**config.mk**
```make
export PLATFORM = sky130hd
export DESIGN_NAME = mi4_mac
export DESIGN_NICKNAME = d
export VERILOG_FILES = /design/src/mi4_pkg.sv /design/src/mi4_mac.sv
export SDC_FILE = /design/constraint.sdc
export NUM_CORES = 2
export LEC_CHECK = 0
export BUFFER_PORTS_ARGS = -buffer_cell sky130_fd_sc_hd__buf_2
export CAP_MARGIN = 20
export CORE_MARGIN = 2
export CORE_UTILIZATION = 60
export CTS_CLUSTER_SIZE = 40
export DETAILED_ROUTE_END_ITERATION = 8
export PLACE_DENSITY = 0.84
export SYNTH_ARGS = -nofsm -noshare
export SYNTH_HDL_FRONTEND = slang
export SYNTH_SLANG_ARGS = --single-unit
```
**constraint.sdc**
```tcl
create_clock -name i_clk -period 29.3 [get_ports i_clk]
set_clock_uncertainty 0.15 [all_clocks]
set_input_delay 1.465 -clock i_clk [delete_from_list [all_inputs] [get_ports i_clk]]
set_output_delay 1.465 -clock i_clk [all_outputs]
set_load 0.005 [all_outputs]
```
**src/mi4_pkg.sv**
```systemverilog
`timescale 1ns / 1ps
// Shared widths, types and microcode tables for the 4x4 matrix inverter.
package mi4_pkg;

    localparam int ELEM_W        = 32;
    localparam int THR_W         = 31;
    localparam int T_W           = 65;   // 2x2 minor: difference of two 64-bit products
    localparam int COF_W         = 99;   // 3x3 cofactor: sum of three 97-bit products
    localparam int DET_W         = 134;  // determinant: sum of four 131-bit products
    localparam int DIGIT_W       = 8;    // multiplier digit handled per cycle
    localparam int NUM_DIGITS    = ELEM_W / DIGIT_W;
    localparam int DEF_FRAC_BITS = 16;
    localparam logic [THR_W-1:0] THR_RESET = THR_W'(1);

    // Selection of the wide operand of a product step.
    localparam logic [1:0] XSEL_ELEM = 2'd0;
    localparam logic [1:0] XSEL_T1   = 2'd1;
    localparam logic [1:0] XSEL_T2   = 2'd2;
    localparam logic [1:0] XSEL_T3   = 2'd3;

    localparam logic [3:0] LAST_STEP = 4'd8;

    typedef struct packed {
        logic                    start;
        logic                    clr;
        logic                    sub;
        logic signed [COF_W-1:0] x;
        logic [ELEM_W-1:0]       b;
    } t_mac_req;

    typedef struct packed {
        logic [3:0] x_k;
        logic [3:0] b_k;
        logic       sub;
        logic       clr;
        logic [1:0] x_sel;
    } t_step;

    // One cofactor is nine products: three 2x2 minors, then their weighted sum.
    function automatic t_step mi4_step(input logic [3:0] step);
        t_step s;
        s = '{x_k: 4'd0, b_k: 4'd0, sub: 1'b0, clr: 1'b0, x_sel: XSEL_ELEM};
        case (step)
            4'd0: s = '{x_k: 4'd4, b_k: 4'd8, sub: 1'b0, clr: 1'b1, x_sel: XSEL_ELEM};
            4'd1: s = '{x_k: 4'd5, b_k: 4'd7, sub: 1'b1, clr: 1'b0, x_sel: XSEL_ELEM};
            4'd2: s = '{x_k: 4'd3, b_k: 4'd8, sub: 1'b0, clr: 1'b1, x_sel: XSEL_ELEM};
            4'd3: s = '{x_k: 4'd5, b_k: 4'd6, sub: 1'b1, clr: 1'b0, x_sel: XSEL_ELEM};
            4'd4: s = '{x_k: 4'd3, b_k: 4'd7, sub: 1'b0, clr: 1'b1, x_sel: XSEL_ELEM};
            4'd5: s = '{x_k: 4'd4, b_k: 4'd6, sub: 1'b1, clr: 1'b0, x_sel: XSEL_ELEM};
            4'd6: s = '{x_k: 4'd0, b_k: 4'd0, sub: 1'b0, clr: 1'b1, x_sel: XSEL_T1};
            4'd7: s = '{x_k: 4'd0, b_k: 4'd1, sub: 1'b1, clr: 1'b0, x_sel: XSEL_T2};
            4'd8: s = '{x_k: 4'd0, b_k: 4'd2, sub: 1'b0, clr: 1'b0, x_sel: XSEL_T3};
            default: ;
        endcase
        return s;
    endfunction

    // Store address of the k-th element of the 3x3 minor that omits (row, col).
    function automatic logic [3:0] mi4_minor_idx(input logic [1:0] row,
                                                 input logic [1:0] col,
                                                 input logic [3:0] k);
        logic [1:0] rr;
        logic [1:0] cc;
        logic [1:0] r;
        logic [1:0] c;
        rr = 2'd0;
        cc = 2'd0;
        case (k)
            4'd0: begin rr = 2'd0; cc = 2'd0; end
            4'd1: begin rr = 2'd0; cc = 2'd1; end
            4'd2: begin rr = 2'd0; cc = 2'd2; end
            4'd3: begin rr = 2'd1; cc = 2'd0; end
            4'd4: begin rr = 2'd1; cc = 2'd1; end
            4'd5: begin rr = 2'd1; cc = 2'd2; end
            4'd6: begin rr = 2'd2; cc = 2'd0; end
            4'd7: begin rr = 2'd2; cc = 2'd1; end
            4'd8: begin rr = 2'd2; cc = 2'd2; end
            default: ;
        endcase
        r = (rr >= row) ? rr + 2'd1 : rr;
        c = (cc >= col) ? cc + 2'd1 : cc;
        return {r, c};
    endfunction

endpackage

```
**src/mi4_mac.sv**
```systemverilog
`timescale 1ns / 1ps
// Shared multiply-accumulate unit: wide signed operand times 32-bit signed, 8 bits per cycle.
module mi4_mac
    import mi4_pkg::*;
(
    input  logic                    i_clk,
    input  logic                    i_rst_n,
    input  t_mac_req                i_req,
    output logic                    o_done,
    output logic signed [DET_W-1:0] o_acc
);

    localparam int PP_W = COF_W + DIGIT_W + 1;

    logic                    r_busy;
    logic [1:0]              r_k;
    logic                    r_sub;
    logic signed [COF_W-1:0] r_x;
    logic [ELEM_W-1:0]       r_b;
    logic signed [DET_W-1:0] r_acc;

    logic signed [DIGIT_W:0] digit;
    logic signed [PP_W-1:0]  pp;
    logic signed [DET_W-1:0] ppx;

    // The top digit carries the sign of the 32-bit operand.
    always_comb begin
        case (r_k)
            2'd0:    digit = {1'b0, r_b[7:0]};
            2'd1:    digit = {1'b0, r_b[15:8]};
            2'd2:    digit = {1'b0, r_b[23:16]};
            default: digit = {r_b[31], r_b[31:24]};
        endcase
        pp  = r_x * digit;
        ppx = DET_W'(pp) <<< {r_k, 3'b000};
    end

    always_ff @(posedge i_clk) begin
        if (!i_rst_n) begin
            r_busy <= 1'b0;
            r_k    <= 2'd0;
        end else if (r_busy) begin
            r_k <= r_k + 2'd1;
            if (r_k == 2'(NUM_DIGITS - 1)) begin
                r_busy <= 1'b0;
            end
        end else if (i_req.start) begin
            r_busy <= 1'b1;
            r_k    <= 2'd0;
        end
    end

    always_ff @(posedge i_clk) begin
        if (r_busy) begin
            r_acc <= r_sub ? r_acc - ppx : r_acc + ppx;
        end else if (i_req.start) begin
            r_x   <= i_req.x;
            r_b   <= i_req.b;
            r_sub <= i_req.sub;
            if (i_req.clr) begin
                r_acc <= '0;
            end
        end
    end

    assign o_done = r_busy && (r_k == 2'(NUM_DIGITS - 1));
    assign o_acc  = r_acc;

endmodule

```
# Word-level counts from Yosys, hierarchy flattened
# Cells that the tools add are included.
[totals]
register_bits = 269
input_bits = 136
word_cells = 31
output_inout_bits = 135
[op_classes]
n_reduce_logical = 6
addsub = 3
shift = 1
bitwise = 1
mux = 10
multipliers = 1
n_eq_ne = 3
[op_table]
columns = ["op", "n"]
rows = [
  ["$mux 134", 4],
  ["$add 134x134->134", 1],
  ["$sshl 108x5->134", 1],
  ["$sub 134x134->134", 1],
  ["$mul 99x9->108", 1],
  ["$pmux 9 s3", 1],
  ["$eq 2x2->1 const B", 2],
  ["$mux 2", 2],
  ["$reduce_and 2->1", 2],
  ["$reduce_bool 2->1", 2],
  ["$mux 1", 3],
  ["$add 2x1->2 const B", 1],
  ["$eq 2x1->1 const B", 1],
  ["$logic_not 2->1", 1],
  ["$logic_and 1x1->1", 1],
  ["$not 1->1", 1],
]

# Longest topological paths before layout
[logic_depth]
word_depth = 7
mapped_depth = 63
depth_no_buf = 47

# Worst setup path before layout
# OpenSTA, ideal clock, no wires.
[synth_timing]
path_kind = "flip-flop to flip-flop"
startpoint = "register r_k[0]"
endpoint = "register r_acc[130], in the netlist o_acc[130], data pin"
path_slack_ps = 14382
period_less_slack_ps = 14918
path_stages_with_launch = 59
path_buffers = 15
required_ps = 28895
setup_ps = 255
t_arrival_ps = 14513
cell_sequence = "dfxtp_1 buf_2 inv_1 buf_1 buf_1 buf_2 buf_2 buf_1 buf_2 buf_1 buf_1 ha_1 clkbuf_1 a222oi_1 a21oi_1 clkbuf_1 buf_1 nand2_1 [... 23 more ...] nand2_1 nor3b_1 a31oi_1 xnor2_1 ha_1 inv_1 or3_1 nor2_1 nand2_1 nor3_1 nand4_1 and3b_1 o2111a_1 o31ai_1 a311oi_1 o41ai_1 xor2_1 and2_1"
[synth_between]
elab_chain_len = 7
elab_cells_between_ends = 10
classes_between = "add/sub: 2; mul: 1; eq/ne: 2; shift: 1; mux: 3; reduce/logical: 1"
[synth_lines]
columns = ["item", "line", "rtl"]
rows = [
  ["start, declared", "mi4_mac.sv:16", "logic [1:0] r_k;"],
  ["start signal, assigned", "mi4_mac.sv:43", "r_k <= r_k + 2'd1;"],
  ["$eq 2x2->1 (tied with other cells)", "mi4_mac.sv:28", "case (r_k)"],
  ["$pmux 9 s3", "mi4_mac.sv:28", ""],
  ["$mul 99x9->108", "mi4_mac.sv:34", "pp = r_x * digit;"],
  ["$sshl 108x5->134 *", "mi4_mac.sv:35", "ppx = DET_W'(pp) <<< {r_k, 3'b000};"],
  ["$add 134x134->134 or $sub 134x134->134 (tied branches)", "mi4_mac.sv:55", "r_acc <= r_sub ? r_acc - ppx : r_acc + ppx;"],
  ["$mux 134 *", "mi4_mac.sv:55", ""],
  ["$mux 134 *", "mi4_mac.sv:54", "if (r_busy) begin"],
  ["end signal, assigned", "mi4_mac.sv:55", ""],
  ["end, declared", "mi4_mac.sv:20", "logic signed [DET_W-1:0] r_acc;"],
]
# Mark *: on every way between the ends. The rest lies on a longest branch, timed or not.
# A chain may end at the register's enable or synchronous reset.

# Final worst setup path
[layout_timing]
startpoint = "register r_k[0]"
endpoint = "register r_acc[129], in the netlist o_acc[129], data pin"
# Same word-level chain as after synthesis.

==> metrics <==
CTS H-Tree Depth 2; clock tree from TritonCTS built; mean cell area of the mapped netlist 8.64 µm²; CTS-repair resized insts 0; Die Width 309 µm; initial antenna violation count 0; Via Count 51200; critical path endpoint category flop; area growth from synthesis to layout 5.43%; combined area of all synthesized cells between 50000 and 60000 µm²; kind of start point of the critical path flop; pin count of the biggest net entering global routing 101; async set-reset flop share out of synthesis 0%; clock root buffer sky130_fd_sc_hd__clkbuf_16; outcome finished clean; dominant cells by area after synthesis sky130_fd_sc_hd__fa_1 25%, sky130_fd_sc_hd__edfxtp_1 14%, sky130_fd_sc_hd__ha_1 8.0%; Clock Tree Buf Depth 3; Post-synth EDFFs ~270; via count of the first global-routing pass approximately 50000; placed cell area 57700 µm²; core box area 91900 µm²; transition time of the tightest slew-check pin 1200 ps; top-level I/O count approximately 270; post-synthesis cell type count between 100 and 150; final wirelength approximately 180 mm; clock insertion delay at the later pin of the skew report just over 600 ps; wire length of the first global-routing pass around 280 mm; normalized max-slew margin 19.6%; layout net count 7649; detailed-routing iteration count for the pre-antenna-repair pass 7; Initial Util between 60% and 70%; FF-to-FF path depth 41; highest-delay cell along the critical path sky130_fd_sc_hd__clkinv_2; leading area contributor after synthesis sky130_fd_sc_hd__fa_1; number of standard cells after synthesis around 6500; Finish-stage setup viols 0; endpoints failing hold 0; most frequent cells after synthesis 714 x sky130_fd_sc_hd__nand2_1, 701 x sky130_fd_sc_hd__fa_1, 617 x sky130_fd_sc_hd__and2_1; CP peak stage delay ~900 ps; die area approximately 96000 µm²; max-capacitance violation count 0; total count of max-transition violations in the final report 0; dominant synthesized flop cell sky130_fd_sc_hd__edfxtp_1; Routed WL per cell between 20 and 25 µm; Req. time, crit path 29500 ps; largest driver fanout on the critical path 99; Via density approximately 6.6; most common cell in the netlist sky130_fd_sc_hd__nand2_1; buffers inserted by post-CTS timing repair 0; post-route fraction of the period consumed by the critical path between 50% and 60%; classification of the worst-slack hold path flop to flop; setup repair after global routing missed its margin false; Final min period between 15000 and 20000 ps; Num CTS Buffers 36; post-DP HPWL ~140 mm; CTS clock-pin slew for the worst setup and hold paths approximately 60 ps; Tot GR Track Use between 30% and 40%; Hold Buf Count CTS 0; arrival time at the worst endpoint 16460 ps; number of warnings issued by yosys 0; Row Count about 110; type of the worst setup path flop to flop; residual overflow from global routing 0; weighted congestion at the end of routability-driven global placement approximately 1.0; fraction of post-synthesis cell area in the top cell type by area ~25%; worst hold path cell count 2; count of state elements after synthesis around 270; layout cells sized above 1 between 8 and 9%; share of the core filled with cells in the final layout 64.0%; setup total negative slack 0 ps; Post-Syn Nets ~7700; Peak Freq 0.0615 GHz; number of sinks driven by the clock tree ~270; port buffer count 270; Design Area, Final between 50000 and 60000 µm²; violation count after the first detailed-routing iteration 6700; die height between 300 and 400 µm; count of antenna-violating nets left after detailed routing 0; DRC errors left 0; sequential share of the synthesized area 14.4%
## worst paths after layout
kind / slack [ps] / to / start
worst max-delay path: 13040 / o_acc[129] / r_k[0]
worst min-delay path: 640 / o_acc[1] / o_acc[1]
worst max register to register: 13040 / o_acc[129] / r_k[0]
worst min register to register: 640 / o_acc[1] / o_acc[1]
## stage by stage
stage / cells / setup WS (ps) / hold WS, ps
finish: 7726 / 13040 / 644
CTS: 7723 / 13390 / 656
detailed placement: 7658 / 13480 / 646
global placement: 7658 / 13710 / 610
global route: 7725 / 12040 / 686
floorplan: 6465 / 14380 / 560
## cells in the final DEF, fill, tap and decap left out, types with 52 or more instances in the layout
cell                       count
sky130_fd_sc_hd__edfxtp_1    266
sky130_fd_sc_hd__xnor2_1     169
sky130_fd_sc_hd__mux2i_1      55
sky130_fd_sc_hd__ha_1        357
sky130_fd_sc_hd__o21ai_0     281
sky130_fd_sc_hd__a21o_1      154
sky130_fd_sc_hd__nor2_1      402
sky130_fd_sc_hd__o21a_1       52
sky130_fd_sc_hd__a31oi_1      73
sky130_fd_sc_hd__nand3_1     112
sky130_fd_sc_hd__and2_1      617
sky130_fd_sc_hd__nand2_1     713
sky130_fd_sc_hd__inv_1       424
sky130_fd_sc_hd__xor2_1      143
sky130_fd_sc_hd__nand4_1     122
sky130_fd_sc_hd__a21oi_1     426
sky130_fd_sc_hd__fa_1        701
sky130_fd_sc_hd__nor3_1      128
sky130_fd_sc_hd__buf_2       270
## area by class of cell
type / count / area, µm²
Timing Repair Buffer: 306 / 1620
Sequential cell: 269 / 8060
Multi-Input combinational cell: 5416 / 44900
Tap cell: 1243 / 1560
Fill cell: 7726 / 33100
Clock inverter: 20 / 181
Clock buffer: 45 / 977
Inverter: 426 / 1600
Antenna cell: 1 / 2.50
## sequential cells by signal (all words and copies together) (netlist names)
name and cells:
r_busy 1, r_k 2, r_x 99, r_sub 1, o_acc 134, r_b 32
## worst max-delay path: cells and delay by family, from the launching register on
family | cells | cell delay (ps)
AO/OA/AOI/OAI | 17 | 5270
AND/OR/NAND/NOR | 11 | 3730
adder cells (fa/ha/maj) | 8 | 4000
flip-flops | 1 | 810
buffers and inverters | 3 | 1420
XOR/XNOR | 2 | 490
## cell families (layout without fill, tap and decap cells)
kind of cell | count (synthesis) | in the layout | share of synthesized area, %
fa+ha+maj | 1058 | 1058 | 33.1
flops | 269 | 269 | 14.4
xor+xnor | 312 | 312 | 4.89
mux | 83 | 83 | 1.77
simple gates | 2456 | 2456 | 22.5
buf+inv | 780 | 797 | 5.41
compound gates | 1507 | 1507 | 17.9
other cells | 0 | 1 | 0
## routing by layer
metal | track usage (%) | vias up | share of wire (%)
li1 | - | 22600 | -
met4 | 10.9 | 0 | 3.2
met5 | 0 | - | 0
met2 | 55.5 | 3284 | 43
met1 | 54.6 | 25000 | 41
met3 | 8.72 | 414 | 12
Power is left out: the tool's default activity adds up to more than one toggle a clock period on the data nets, which glitch-free logic cannot reach.
