===== config.mk =====
export PLATFORM = sky130hd
export DESIGN_NAME = mi4_div
export DESIGN_NICKNAME = d
export VERILOG_FILES = /design/src/mi4_pkg.sv /design/src/mi4_div.sv
export SDC_FILE = /design/constraint.sdc
export NUM_CORES = 1
export LEC_CHECK = 0
export BUFFER_PORTS_ARGS = -buffer_cell sky130_fd_sc_hd__buf_2
export CAP_MARGIN = 20
export CORE_ASPECT_RATIO = 2
export CORE_MARGIN = 2
export CORE_UTILIZATION = 60
export DETAILED_ROUTE_END_ITERATION = 16
export PLACE_DENSITY = 0.76
export SYNTH_ARGS = -nofsm -noshare
export SYNTH_HDL_FRONTEND = slang
export SYNTH_SLANG_ARGS = --single-unit

===== constraint.sdc =====
create_clock -name i_clk -period 15.84 [get_ports i_clk]
set_input_delay 0.792 -clock i_clk [delete_from_list [all_inputs] [get_ports i_clk]]
set_output_delay 0.792 -clock i_clk [all_outputs]
set_load 0.05 [all_outputs]

===== src/mi4_pkg.sv =====
`timescale 1ns / 1ps
// Shared widths, types and microcode tables for the 4x4 matrix inverter.
package mi4_pkg;

    localparam int ELEM_W        = 32;
    localparam int THR_W         = 31;
    localparam int T_W           = 65;   // 2x2 minor: difference of two 64-bit products
    localparam int COF_W         = 99;   // 3x3 cofactor: sum of three 97-bit products
    localparam int DET_W         = 134;  // determinant: sum of four 131-bit products
    localparam int DIGIT_W       = 8;    // multiplier digit handled per cycle
    localparam int NUM_DIGITS    = ELEM_W / DIGIT_W;
    localparam int DEF_FRAC_BITS = 16;
    localparam logic [THR_W-1:0] THR_RESET = THR_W'(1);

    // Selection of the wide operand of a product step.
    localparam logic [1:0] XSEL_ELEM = 2'd0;
    localparam logic [1:0] XSEL_T1   = 2'd1;
    localparam logic [1:0] XSEL_T2   = 2'd2;
    localparam logic [1:0] XSEL_T3   = 2'd3;

    localparam logic [3:0] LAST_STEP = 4'd8;

    typedef struct packed {
        logic                    start;
        logic                    clr;
        logic                    sub;
        logic signed [COF_W-1:0] x;
        logic [ELEM_W-1:0]       b;
    } t_mac_req;

    typedef struct packed {
        logic [3:0] x_k;
        logic [3:0] b_k;
        logic       sub;
        logic       clr;
        logic [1:0] x_sel;
    } t_step;

    // One cofactor is nine products: three 2x2 minors, then their weighted sum.
    function automatic t_step mi4_step(input logic [3:0] step);
        t_step s;
        s = '{x_k: 4'd0, b_k: 4'd0, sub: 1'b0, clr: 1'b0, x_sel: XSEL_ELEM};
        case (step)
            4'd0: s = '{x_k: 4'd4, b_k: 4'd8, sub: 1'b0, clr: 1'b1, x_sel: XSEL_ELEM};
            4'd1: s = '{x_k: 4'd5, b_k: 4'd7, sub: 1'b1, clr: 1'b0, x_sel: XSEL_ELEM};
            4'd2: s = '{x_k: 4'd3, b_k: 4'd8, sub: 1'b0, clr: 1'b1, x_sel: XSEL_ELEM};
            4'd3: s = '{x_k: 4'd5, b_k: 4'd6, sub: 1'b1, clr: 1'b0, x_sel: XSEL_ELEM};
            4'd4: s = '{x_k: 4'd3, b_k: 4'd7, sub: 1'b0, clr: 1'b1, x_sel: XSEL_ELEM};
            4'd5: s = '{x_k: 4'd4, b_k: 4'd6, sub: 1'b1, clr: 1'b0, x_sel: XSEL_ELEM};
            4'd6: s = '{x_k: 4'd0, b_k: 4'd0, sub: 1'b0, clr: 1'b1, x_sel: XSEL_T1};
            4'd7: s = '{x_k: 4'd0, b_k: 4'd1, sub: 1'b1, clr: 1'b0, x_sel: XSEL_T2};
            4'd8: s = '{x_k: 4'd0, b_k: 4'd2, sub: 1'b0, clr: 1'b0, x_sel: XSEL_T3};
            default: ;
        endcase
        return s;
    endfunction

    // Store address of the k-th element of the 3x3 minor that omits (row, col).
    function automatic logic [3:0] mi4_minor_idx(input logic [1:0] row,
                                                 input logic [1:0] col,
                                                 input logic [3:0] k);
        logic [1:0] rr;
        logic [1:0] cc;
        logic [1:0] r;
        logic [1:0] c;
        rr = 2'd0;
        cc = 2'd0;
        case (k)
            4'd0: begin rr = 2'd0; cc = 2'd0; end
            4'd1: begin rr = 2'd0; cc = 2'd1; end
            4'd2: begin rr = 2'd0; cc = 2'd2; end
            4'd3: begin rr = 2'd1; cc = 2'd0; end
            4'd4: begin rr = 2'd1; cc = 2'd1; end
            4'd5: begin rr = 2'd1; cc = 2'd2; end
            4'd6: begin rr = 2'd2; cc = 2'd0; end
            4'd7: begin rr = 2'd2; cc = 2'd1; end
            4'd8: begin rr = 2'd2; cc = 2'd2; end
            default: ;
        endcase
        r = (rr >= row) ? rr + 2'd1 : rr;
        c = (cc >= col) ? cc + 2'd1 : cc;
        return {r, c};
    endfunction

endpackage


===== src/mi4_div.sv =====
`timescale 1ns / 1ps
// Shared restoring divider: one quotient bit per cycle, saturated 32-bit signed result.
module mi4_div
    import mi4_pkg::*;
#(
    parameter int FRAC_BITS = DEF_FRAC_BITS
)
(
    input  logic                    i_clk,
    input  logic                    i_rst_n,
    input  logic                    i_start,
    input  logic signed [COF_W-1:0] i_cof,
    input  logic [DET_W-1:0]        i_dmag,
    input  logic                    i_dneg,
    output logic                    o_done,
    output logic [ELEM_W-1:0]       o_value,
    output logic                    o_sat
);

    localparam int N_W   = COF_W + 2 * FRAC_BITS;
    localparam int DS_W  = DET_W + ELEM_W;
    localparam int CMP_W = (N_W > DS_W) ? N_W : DS_W;

    localparam logic [1:0] D_IDLE = 2'd0;
    localparam logic [1:0] D_RUN  = 2'd1;
    localparam logic [1:0] D_FIN  = 2'd2;

    logic [1:0]        r_state;
    logic [5:0]        r_k;
    logic [CMP_W-1:0]  r_rem;
    logic [CMP_W-1:0]  r_ds;
    logic [ELEM_W-1:0] r_q;
    logic              r_neg;
    logic              r_sat;

    logic [COF_W-1:0]  mag;
    logic              ge;

    assign mag = i_cof[COF_W-1] ? COF_W'(-i_cof) : COF_W'(i_cof);
    assign ge  = (r_rem >= r_ds);

    always_ff @(posedge i_clk) begin
        if (!i_rst_n) begin
            r_state <= D_IDLE;
        end else begin
            unique case (r_state)
                D_IDLE: begin
                    if (i_start) begin
                        r_state <= D_RUN;
                    end
                end
                D_RUN: begin
                    // A quotient of 2^32 or more is caught on the first step.
                    if ((r_k == 6'd32 && ge) || r_k == 6'd0) begin
                        r_state <= D_FIN;
                    end
                end
                D_FIN: r_state <= D_IDLE;
                default: r_state <= D_IDLE;
            endcase
        end
    end

    always_ff @(posedge i_clk) begin
        if (r_state == D_IDLE && i_start) begin
            r_rem <= CMP_W'(mag) << (2 * FRAC_BITS);
            r_ds  <= CMP_W'(i_dmag) << ELEM_W;
            r_neg <= i_cof[COF_W-1] ^ i_dneg;
            r_sat <= 1'b0;
            r_q   <= '0;
            r_k   <= 6'd32;
        end else if (r_state == D_RUN) begin
            if (r_k == 6'd32) begin
                r_sat <= ge;
            end else begin
                r_q <= {r_q[ELEM_W-2:0], ge};
                if (ge) begin
                    r_rem <= r_rem - r_ds;
                end
            end
            r_ds <= r_ds >> 1;
            r_k  <= r_k - 6'd1;
        end
    end

    always_comb begin
        o_sat   = 1'b0;
        o_value = r_q;
        if (r_neg) begin
            if (r_sat || r_q > 32'h8000_0000) begin
                o_sat   = 1'b1;
                o_value = 32'h8000_0000;
            end else begin
                o_value = -r_q;
            end
        end else if (r_sat || r_q[ELEM_W-1]) begin
            o_sat   = 1'b1;
            o_value = 32'h7FFF_FFFF;
        end
    end

    assign o_done = (r_state == D_FIN);

endmodule


Word level (Yosys, flattened, before mapping)
Cells that the tools add are included.
{"block": "classes", "addsub": 4, "n_lt_le_gt_ge": 2, "n_eq_ne": 6, "muxes": 16, "bitwise_logic": 2, "reduce_logical": 14}
{"op": "131-bit 2-to-1 mux", "count": 4}
{"op": "166-bit 2-to-1 mux", "count": 2}
{"op": "166-bit greater-or-equal comparator", "count": 1}
{"op": "166-bit subtractor", "count": 1}
{"op": "99-bit 2-to-1 mux", "count": 1}
{"op": "99-bit negator", "count": 1}
{"op": "32-bit 2-to-1 mux", "count": 3}
{"op": "32-bit > comparator (second input constant)", "count": 1}
{"op": "32-bit negator", "count": 1}
{"op": "6-bit == test (second input constant)", "count": 1}
{"op": "6-bit zero test", "count": 1}
{"op": "2-bit != test (second input constant)", "count": 3}
{"op": "2-bit AND reduction", "count": 3}
{"op": "3-bit AND reduction", "count": 2}
{"op": "6-bit by 1-bit subtractor with 6-bit output (second input constant)", "count": 1}
{"op": "2-bit 2-to-1 mux", "count": 2}
{"op": "2-bit one-hot mux with 2 select lines", "count": 1}
{"op": "2-bit nonzero test", "count": 2}
{"op": "1-bit logical OR", "count": 3}
{"op": "1-bit 2-to-1 mux", "count": 3}
{"op": "2-bit by 1-bit == test with 1-bit output (second input constant)", "count": 1}
{"op": "2-bit == test (second input constant)", "count": 1}
{"op": "1-bit logical AND", "count": 2}
{"op": "2-bit zero test", "count": 1}
{"op": "2 further kinds", "count": 2}
{"block": "totals", "reg_bits": 374, "input_bits": 237, "word_cells": 53}

Depth between registers and ports, before layout
Gate-level depths: netlist of the first run.
{"block": "depth", "word_depth": 5, "depth_mapped": 18, "depth_no_buf": 16}

Least setup slack after synthesis of the first run
OpenSTA, ideal clock, no wires.
{"block": "synth_path", "path_type": "register to register", "from": "register r_rem[0]", "to": "register r_rem[100], enable pin", "setup_time_ns": 0.918, "arrival_time_ns": 5.482, "required_time_ns": 14.922, "slack_ns": 9.440, "path_stages_with_launch": 18, "path_buffers": 3, "period_less_slack_ns": 6.400, "cell_sequence": "dfxtp_1 inv_1 ha_1 inv_1 fa_1 a211oi_1 o21ai_0 a41o_1 a221o_1 a41o_1 nand4_1 nor3b_1 o21ai_1 a22oi_1 buf_2 buf_2 buf_1 nand2_1"}
{"block": "synth_via", "elab_chain_len": 3}
{"item": "from (decl)", "line_no": "mi4_div.sv:30", "text": "logic [CMP_W-1:0] r_rem;"}
{"item": "from (signal assigned)", "line_no": "mi4_div.sv:66", "text": "r_rem <= CMP_W'(mag) << (2 * FRAC_BITS);"}
{"item": "from (signal assigned)", "line_no": "mi4_div.sv:78", "text": "r_rem <= r_rem - r_ds;"}
{"item": "166-bit greater-or-equal comparator", "line_no": "mi4_div.sv:40", "text": "assign ge = (r_rem >= r_ds);"}
{"item": "2-bit nonzero test (no line)"}
{"item": "3-bit AND reduction (no line)"}
No other way between the ends.
A chain may end at the register's enable or synchronous reset.

Worst setup path in the final report of the first run
{"block": "layout_path", "from": "register r_q[0]", "to": "output port o_value[3]"}
{"block": "layout_via", "elab_chain_len": 4}
{"item": "from (decl)", "line_no": "mi4_div.sv:32", "text": "logic [ELEM_W-1:0] r_q;"}
{"item": "from (signal assigned)", "line_no": "mi4_div.sv:76", "text": "r_q <= {r_q[ELEM_W-2:0], ge};"}
{"item": "32-bit > comparator", "line_no": "mi4_div.sv:90", "text": "if (r_sat || r_q > 32'h8000_0000) begin"}
{"item": "1-bit logical OR", "line_no": "mi4_div.sv:90"}
{"item": "32-bit 2-to-1 mux *", "line_no": "mi4_div.sv:90"}
{"item": "32-bit 2-to-1 mux *", "line_no": "mi4_div.sv:89", "text": "if (r_neg) begin"}
{"item": "to (decl)", "line_no": "mi4_div.sv:16", "text": "output logic [ELEM_W-1:0] o_value,"}
Mark *: on every way between the ends. The rest lies on a longest branch, timed or not.

==> results.sh, run 1 <==
export IMPL_cts_buffers=37
export IMPL_drc=0
export IMPL_vdd_drop_max_mv=0.1451
export IMPL_drtIter0Drc=2673
export IMPL_clk_pin_slew_ns=0.07
export IMPL_place_area_mm2=0.03063
export IMPL_drv_slew=0
export IMPL_syn_avg_cell_area_um2=7.797
export IMPL_grt_util_all_layers=0.4126
export IMPL_cts_hold_buf=0
export IMPL_cts_max_path_buffers=3
export IMPL_clock_sinks=374
export IMPL_syn_num_nets=4145
export IMPL_die_h_um=315.6
export IMPL_maxCapViolCount=0
export IMPL_fin_crit_ns=6.093
export IMPL_crit_buf_inv=5
export IMPL_ys_flop_type="edfxtp_1"
export IMPL_critPathLaunchType="flip-flop"
export IMPL_grt_max_degree=236
export IMPL_ys_warn_count=0
export IMPL_drive_above_1_share=0.1010
export IMPL_cp_slowest_stage_delay_ns=0.49
export IMPL_io_buffers=270
export IMPL_power_density_mw_per_mm2=129.9
export IMPL_grt_pass1_vias=28740
export IMPL_slew_headroom=0.2631
export IMPL_place_congestion=1.030
export IMPL_rows=114
export IMPL_pin_count=271
export IMPL_ys_seq_area_frac=0.3374
export IMPL_min_path_type="in2reg"
export IMPL_crit_chain="inv_1 -> ha_1 -> or3b_1 -> nor4_1 -> buf_4 -> nand4_1 -> or3_1 -> or3_1 -> or3_1 -> or3_1 -> o21ai_1 -> nand2b_1 -> buf_4 -> inv_2 -> nand2_2 -> o311ai_0 -> buf_2"
export IMPL_finalPower_mw=4.136
export IMPL_critical_path_peak_fanout=29
export IMPL_initial_core_util=0.6044
export IMPL_synth_area_mm2=0.02914
export IMPL_ant_nets=0
export IMPL_antenna_found_initial=13
export IMPL_final_nets=4252
export IMPL_cts_resized=0
export IMPL_fin_ws_ns=9.747
export IMPL_drt_vias_per_instance=6.506
export IMPL_rsz0062_at_grt="no"
export IMPL_synthTopCellsByArea="edfxtp_1 (24%), dfxtp_1 (9.6%), o21ai_0 (7.3%), ha_1 (7.3%), nand2_1 (7.0%)"
export IMPL_p_leak_nw=12.64
export IMPL_finalSetupViolations=0
export IMPL_endpoint_kind="output pin"
export IMPL_core_area_mm2=0.04821
export IMPL_period_share=0.3847
export IMPL_cp_slowest_cell="o311ai_0"
export IMPL_post_route_util=0.6605
export IMPL_crit_required_ns=15.05
export IMPL_drt_wl_total_um=107000
export IMPL_synth_edf_count=234
export IMPL_reg2reg_slack_ns=10.34
export IMPL_grt_pass1_wl_um=160800
export IMPL_multi_input_area_mm2=0.01756
export IMPL_fin_area_mm2=0.03184
export IMPL_clockRootBuffer="clkbuf_16"
export IMPL_insertion_delay_ns=0.59
export IMPL_synthToLayoutAreaGrowth_pct=9.293
export IMPL_regArea_mm2=0.009829
export IMPL_ys_seq_elements=374
export IMPL_htreeDepth=2
export IMPL_vias=29370
export IMPL_synthArstFlopShare=0
export IMPL_crit_top_cell="or3_1"
export IMPL_wl_per_cell_um=23.70
export IMPL_cts_setup_buffers=0
export IMPL_outcome="finished clean"
export IMPL_synth_largest_area_cell="edfxtp_1"
export IMPL_cts_tree="yes"
export IMPL_crit_arrival_ns=5.30
export IMPL_cpLargestDelayFamily="simple AND/OR/NAND/NOR gates"
export IMPL_synth_top_area_share=0.2412
export IMPL_timing_hold_violations_final=0
export IMPL_grt_overflow_total=0
export IMPL_postSynthCellCount=3737
export IMPL_die_w_um=159.8
export IMPL_ys_types=78
export IMPL_worstMarginPinSlew_ns=1.105
export IMPL_crit_type="reg2out"
export IMPL_hpwl_um=82910
export IMPL_finClkSkew_ns=0.02990
export IMPL_timing_fmax_mhz=164.1
export IMPL_fillers=4360
export IMPL_finalSetupTns_ns=0
export IMPL_preCtsSetupSlack_ns=10.44
export IMPL_dr_pass1_iters=6
export IMPL_die_area_mm2=0.05045
-- area by class of cell --
cell class | count | area share
inverters | 244 | 0.02892
diodes | 5 | 0.0003929
repair buffers | 293 | 0.04817
clock inverters | 25 | 0.006994
well taps | 638 | 0.02507
multi-input cells | 2894 | 0.5515
flip-flops and latches | 374 | 0.3087
clock buffers | 42 | 0.03033
-- layout by cell type (no fill, tap or decap), drive strengths merged, types with 10 or more instances in the layout --
master,synthesis,routed
o41ai,20,20
o31ai,49,49
a221oi,10,10
or2,20,20
edfxtp,234,234
nand4,99,99
dfxtp,140,140
o22ai,97,97
or3,40,40
clkinv,0,18
nor4,24,24
a31oi,30,30
a21o,59,59
o21ai,430,430
clkbuf,196,44
nor2b,15,15
inv,244,246
or4,23,23
a21boi,22,22
ha,170,170
and3,12,12
nor2,188,188
and2,13,13
buf,29,291
and4,17,17
a211oi,10,10
o311ai,27,27
nand3,107,107
nand2,547,547
o21a,24,24
xnor2,99,99
a21oi,357,357
nand2b,25,25
o21bai,51,51
xor2,161,161
nor3,69,69
-- power by group --
| part | switching, mW | leakage, nW | total (mW) | internal [mW] |
|---|---|---|---|---|
| registers | 0.0539 | 3.49 | 1.26 | 1.20 |
| logic | 1.37 | 8.58 | 1.96 | 0.594 |
| clock network | 0.422 | 0.575 | 0.914 | 0.492 |
| total | 1.84 | 12.6 | 4.14 | 2.29 |
-- logic make-up (layout without fill, tap and decap cells) --
group,Yosys count,in the layout,synth area share
adder cells (fa/ha/maj),171,171,0.07369
AO/OA/AOI/OAI,1244,1244,0.2526
AND/OR/NAND/NOR,1217,1217,0.1960
multiplexers,2,2,0.0006871
other,0,5,0
XOR/XNOR,260,260,0.07816
buffers and inverters,469,604,0.06154
flip-flops,374,374,0.3374
-- path summary, 6_finish.rpt --
check                     to  cells past startpoint      start
hold reg to reg    r_rem[31]                      2  r_rem[31]
setup reg to reg   r_rem[99]                     17   r_rem[0]
hold / removal    r_state[0]                      3    i_rst_n
setup / recovery  o_value[3]                     17     r_q[0]
-- flip-flops by register name (all words and copies together) (netlist names) --
signal,flops
r_sat,1
r_rem,166
r_neg,1
r_ds,166
r_q,32
r_k,6
r_state,2
-- cell usage after synthesis, types with 4 or more instances --
master,n
nand2_1,546
o21ai_0,427
a21oi_1,357
inv_1,242
edfxtp_1,234
clkbuf_1,196
nor2_1,188
ha_1,170
xor2_1,161
dfxtp_1,140
nand3_1,107
nand4_1,99
xnor2_1,99
o22ai_1,97
nor3_1,68
a21o_1,59
o21bai_1,51
o31ai_1,49
or3_1,33
a31oi_1,30
nand2b_1,25
nor4_1,24
o21a_1,24
o311ai_0,22
or4_1,22
a21boi_0,21
o41ai_1,20
or2_2,20
and4_1,17
buf_2,17
nor2b_1,15
and2_1,12
and3_1,12
a211oi_1,10
a221oi_1,10
buf_1,10
o211ai_1,9
nand3b_1,7
or3_4,7
a2111oi_0,5
o311ai_1,5
o32ai_1,5
a211o_1,4
a221o_1,4
o2111ai_1,4
-- worst min-delay path, stage by stage --
cell and delay, ns:
buf_2 0.10, nand2_1 0.05, a31oi_1 0.03
-- per-stage QoR --
step                cells  hold WS [ns]
detailed placement   4441        0.4484
CTS                  4508        0.4473
finish               4515        0.4550
floorplan            3737        0.4337
global placement     4441        0.4436
global route         4510        0.4751
-- routing by layer --
layer | global-route usage | vias to the layer above | wire length, um
met2 | 0.7367 | 1418 | 52760
li1 | - | 13740 | -
met3 | 0.08501 | 549 | 8004
met5 | 0 | - | 126
met4 | 0.3688 | 16 | 11420
met1 | 0.4003 | 13650 | 34700
Note: power is estimated with default switching activity, not from simulation.
==> inputs of run 2 (changes only) <==
Settings changed: CORE_UTILIZATION 60 to 55, PLACE_DENSITY 0.76 to 0.74.
Clock period 15.84 ns to 5.34 ns, I/O delays scaled along.
==> run 2 against run 1 <==
Compared with the run above: the flow now finishes with violations (negative hold slack, negative setup slack); sequential share of layout area shrank 1.7 points; clock skew shrank 0.0021 ns; first-iteration DRC count shrank 8.0%; clock power rose to 3.0 times the previous value; flip-flop and latch count is the same.
==> results.sh, run 2 (synthesized netlist as in run 1, its figures left out) <==
export IMPL_final_cell_mix="nand2_1 (543), o21ai_0 (427), a21oi_1 (356)"
export IMPL_endpoint_kind="output pin"
export IMPL_place_area_mm2=0.03083
export IMPL_drv_slew=0
export IMPL_synthToLayoutAreaGrowth_pct=15.87
export IMPL_clockRootBuffer="clkbuf_16"
export IMPL_timing_fmax_mhz=186.9
export IMPL_vias=30220
export IMPL_timing_hold_violations_final=3
export IMPL_grt_util_all_layers=0.3961
export IMPL_power_density_mw_per_mm2=376.8
export IMPL_worst_r2r_cell_count=16
export IMPL_hpwl_um=85180
export IMPL_antenna_found_initial=19
export IMPL_reg2reg_slack_ns=0.51
export IMPL_grt_overflow_total=0
export IMPL_critPathLaunchType="flip-flop"
export IMPL_cts_buffers=37
export IMPL_clock_sinks=374
export IMPL_r2r_end="r_rem[122]"
export IMPL_htreeDepth=2
export IMPL_period_share=1.002
export IMPL_drive_above_1_share=0.1132
export IMPL_violations="negative hold slack, negative setup slack"
export IMPL_p_leak_nw=13.37
export IMPL_cp_startpoint="r_q[0]"
export IMPL_drc=0
export IMPL_wl_per_cell_um=24.25
export IMPL_die_area_mm2=0.05494
export IMPL_insertion_delay_ns=0.58
export IMPL_crit_end="o_value[27]"
export IMPL_crit_required_ns=5.07
export IMPL_cts_tree="yes"
export IMPL_grt_pass1_wl_um=167800
export IMPL_core_area_mm2=0.05256
export IMPL_final_nets=4381
export IMPL_min_from="i_dmag[90]"
export IMPL_cts_max_path_buffers=3
export IMPL_grt_max_degree=122
export IMPL_drt_wl_total_um=113600
export IMPL_clk_pin_slew_ns=0.07
export IMPL_pin_count=271
export IMPL_initial_core_util=0.5544
export IMPL_die_h_um=329.5
export IMPL_preCtsSetupSlack_ns=0.5156
export IMPL_critical_path_peak_fanout=7
export IMPL_maxCapViolCount=0
export IMPL_finClkSkew_ns=0.02778
export IMPL_slew_headroom=0.02642
export IMPL_fin_crit_ns=5.351
export IMPL_vdd_drop_max_mv=0.3929
export IMPL_reg_top3="r_ds (166), r_rem (166), r_q (32)"
export IMPL_die_w_um=166.8
export IMPL_rows=119
export IMPL_holdWs_ns=-0.006129
export IMPL_worstMarginPinSlew_ns=1.460
export IMPL_finalSetupViolations=1
export IMPL_crit_type="reg2out"
export IMPL_place_congestion=1.082
export IMPL_drtIter0Drc=2460
export IMPL_drt_vias_per_instance=6.451
export IMPL_ant_nets=0
export IMPL_reg2reg_from="r_rem[0]"
export IMPL_min_path_type="in2reg"
export IMPL_dr_pass1_iters=8
export IMPL_post_route_util=0.6423
export IMPL_finalPower_mw=12.72
export IMPL_outcome="finished, violations left"
export IMPL_io_buffers=270
export IMPL_grt_pass1_vias=29690
export IMPL_fin_area_mm2=0.03376
export IMPL_crit_arrival_ns=5.08
export IMPL_final_common_cell="nand2_1"
export IMPL_fin_ws_ns=-0.01057
run 2: cell types whose count changed in the layout (fill, tap and decap cells not counted), sizes merged:
cell,before,now
buf,291,306
bufinv,3,2
clkbuf,44,53
clkinv,18,13
diode,5,17
dlygate4sd3,0,109
inv,246,247
nand2,547,549
run 2: where the power goes:
| part | internal (mW) | total [mW] | switching [mW] |
|---|---|---|---|
| Combinational | 1.95 | 6.22 | 4.27 |
| Clock | 1.51 | 2.78 | 1.26 |
| Sequential | 3.57 | 3.72 | 0.154 |
run 2: what timing repair did:
action / 4_1_cts / 5_1_grt
hold buffers: 109 / 0
endpoints found under the setup margin: 21 / 27
endpoints found under the hold margin: 110 / 0
gates cloned: 0 / 2
pin swaps: 0 / 7
gates resized for setup: 7 / 128
setup buffers: 0 / 3
run 2: critical path: stages, from the launching register on:
cell and delay [ns]:
dfxtp_1 0.36, inv_2 0.10, ha_4 0.16, or3b_4 0.41, nor4_2 0.25, buf_4 0.15, nand4_1 0.22, or3_4 0.48
or3_1 0.37, or3_4 0.36, or3_1 0.37, o21ai_1 0.14, nand2b_1 0.15, clkinv_4 0.16, nand2_4 0.21, o311ai_2 0.36
buf_4 0.25
run 2: metal layers:
layer  share of wire  global-route usage  up-vias
met4            0.11              0.3660       12
met3           0.075             0.08639      594
met2            0.50              0.7132     1530
li1                -                   -    14020
met5         0.00063                   0        -
met1            0.32              0.3704    14060
run 2: how the worst min path moves through the flow:
stage,endpoint,depth (start not counted)
2_1_floorplan,r_state[0],2
3_3_place_gp,r_rem[31],2
3_5_place_dp,r_rem[31],2
4_1_cts,r_ds[122],3
5_1_grt,r_ds[123],3
6_report,r_ds[122],3
run 2: cell type report:
cell class | count | area, um^2
fill | 4626 | 18800
multi-input combinational | 2896 | 17980
sequential | 374 | 9831
timing repair buffer | 420 | 2918
clock buffer | 48 | 1055
inverter | 244 | 925.9
tap | 665 | 832.0
clock inverter | 20 | 181.4
antenna | 17 | 42.54
run 2: per-stage QoR:
stage,setup TNS (ns),cells
after global placement,0,4485
final,-0.01057,4684
after detailed placement,0,4485
after global routing,-3.468,4678
after CTS,0,4662
after floorplan,-1.655,3737
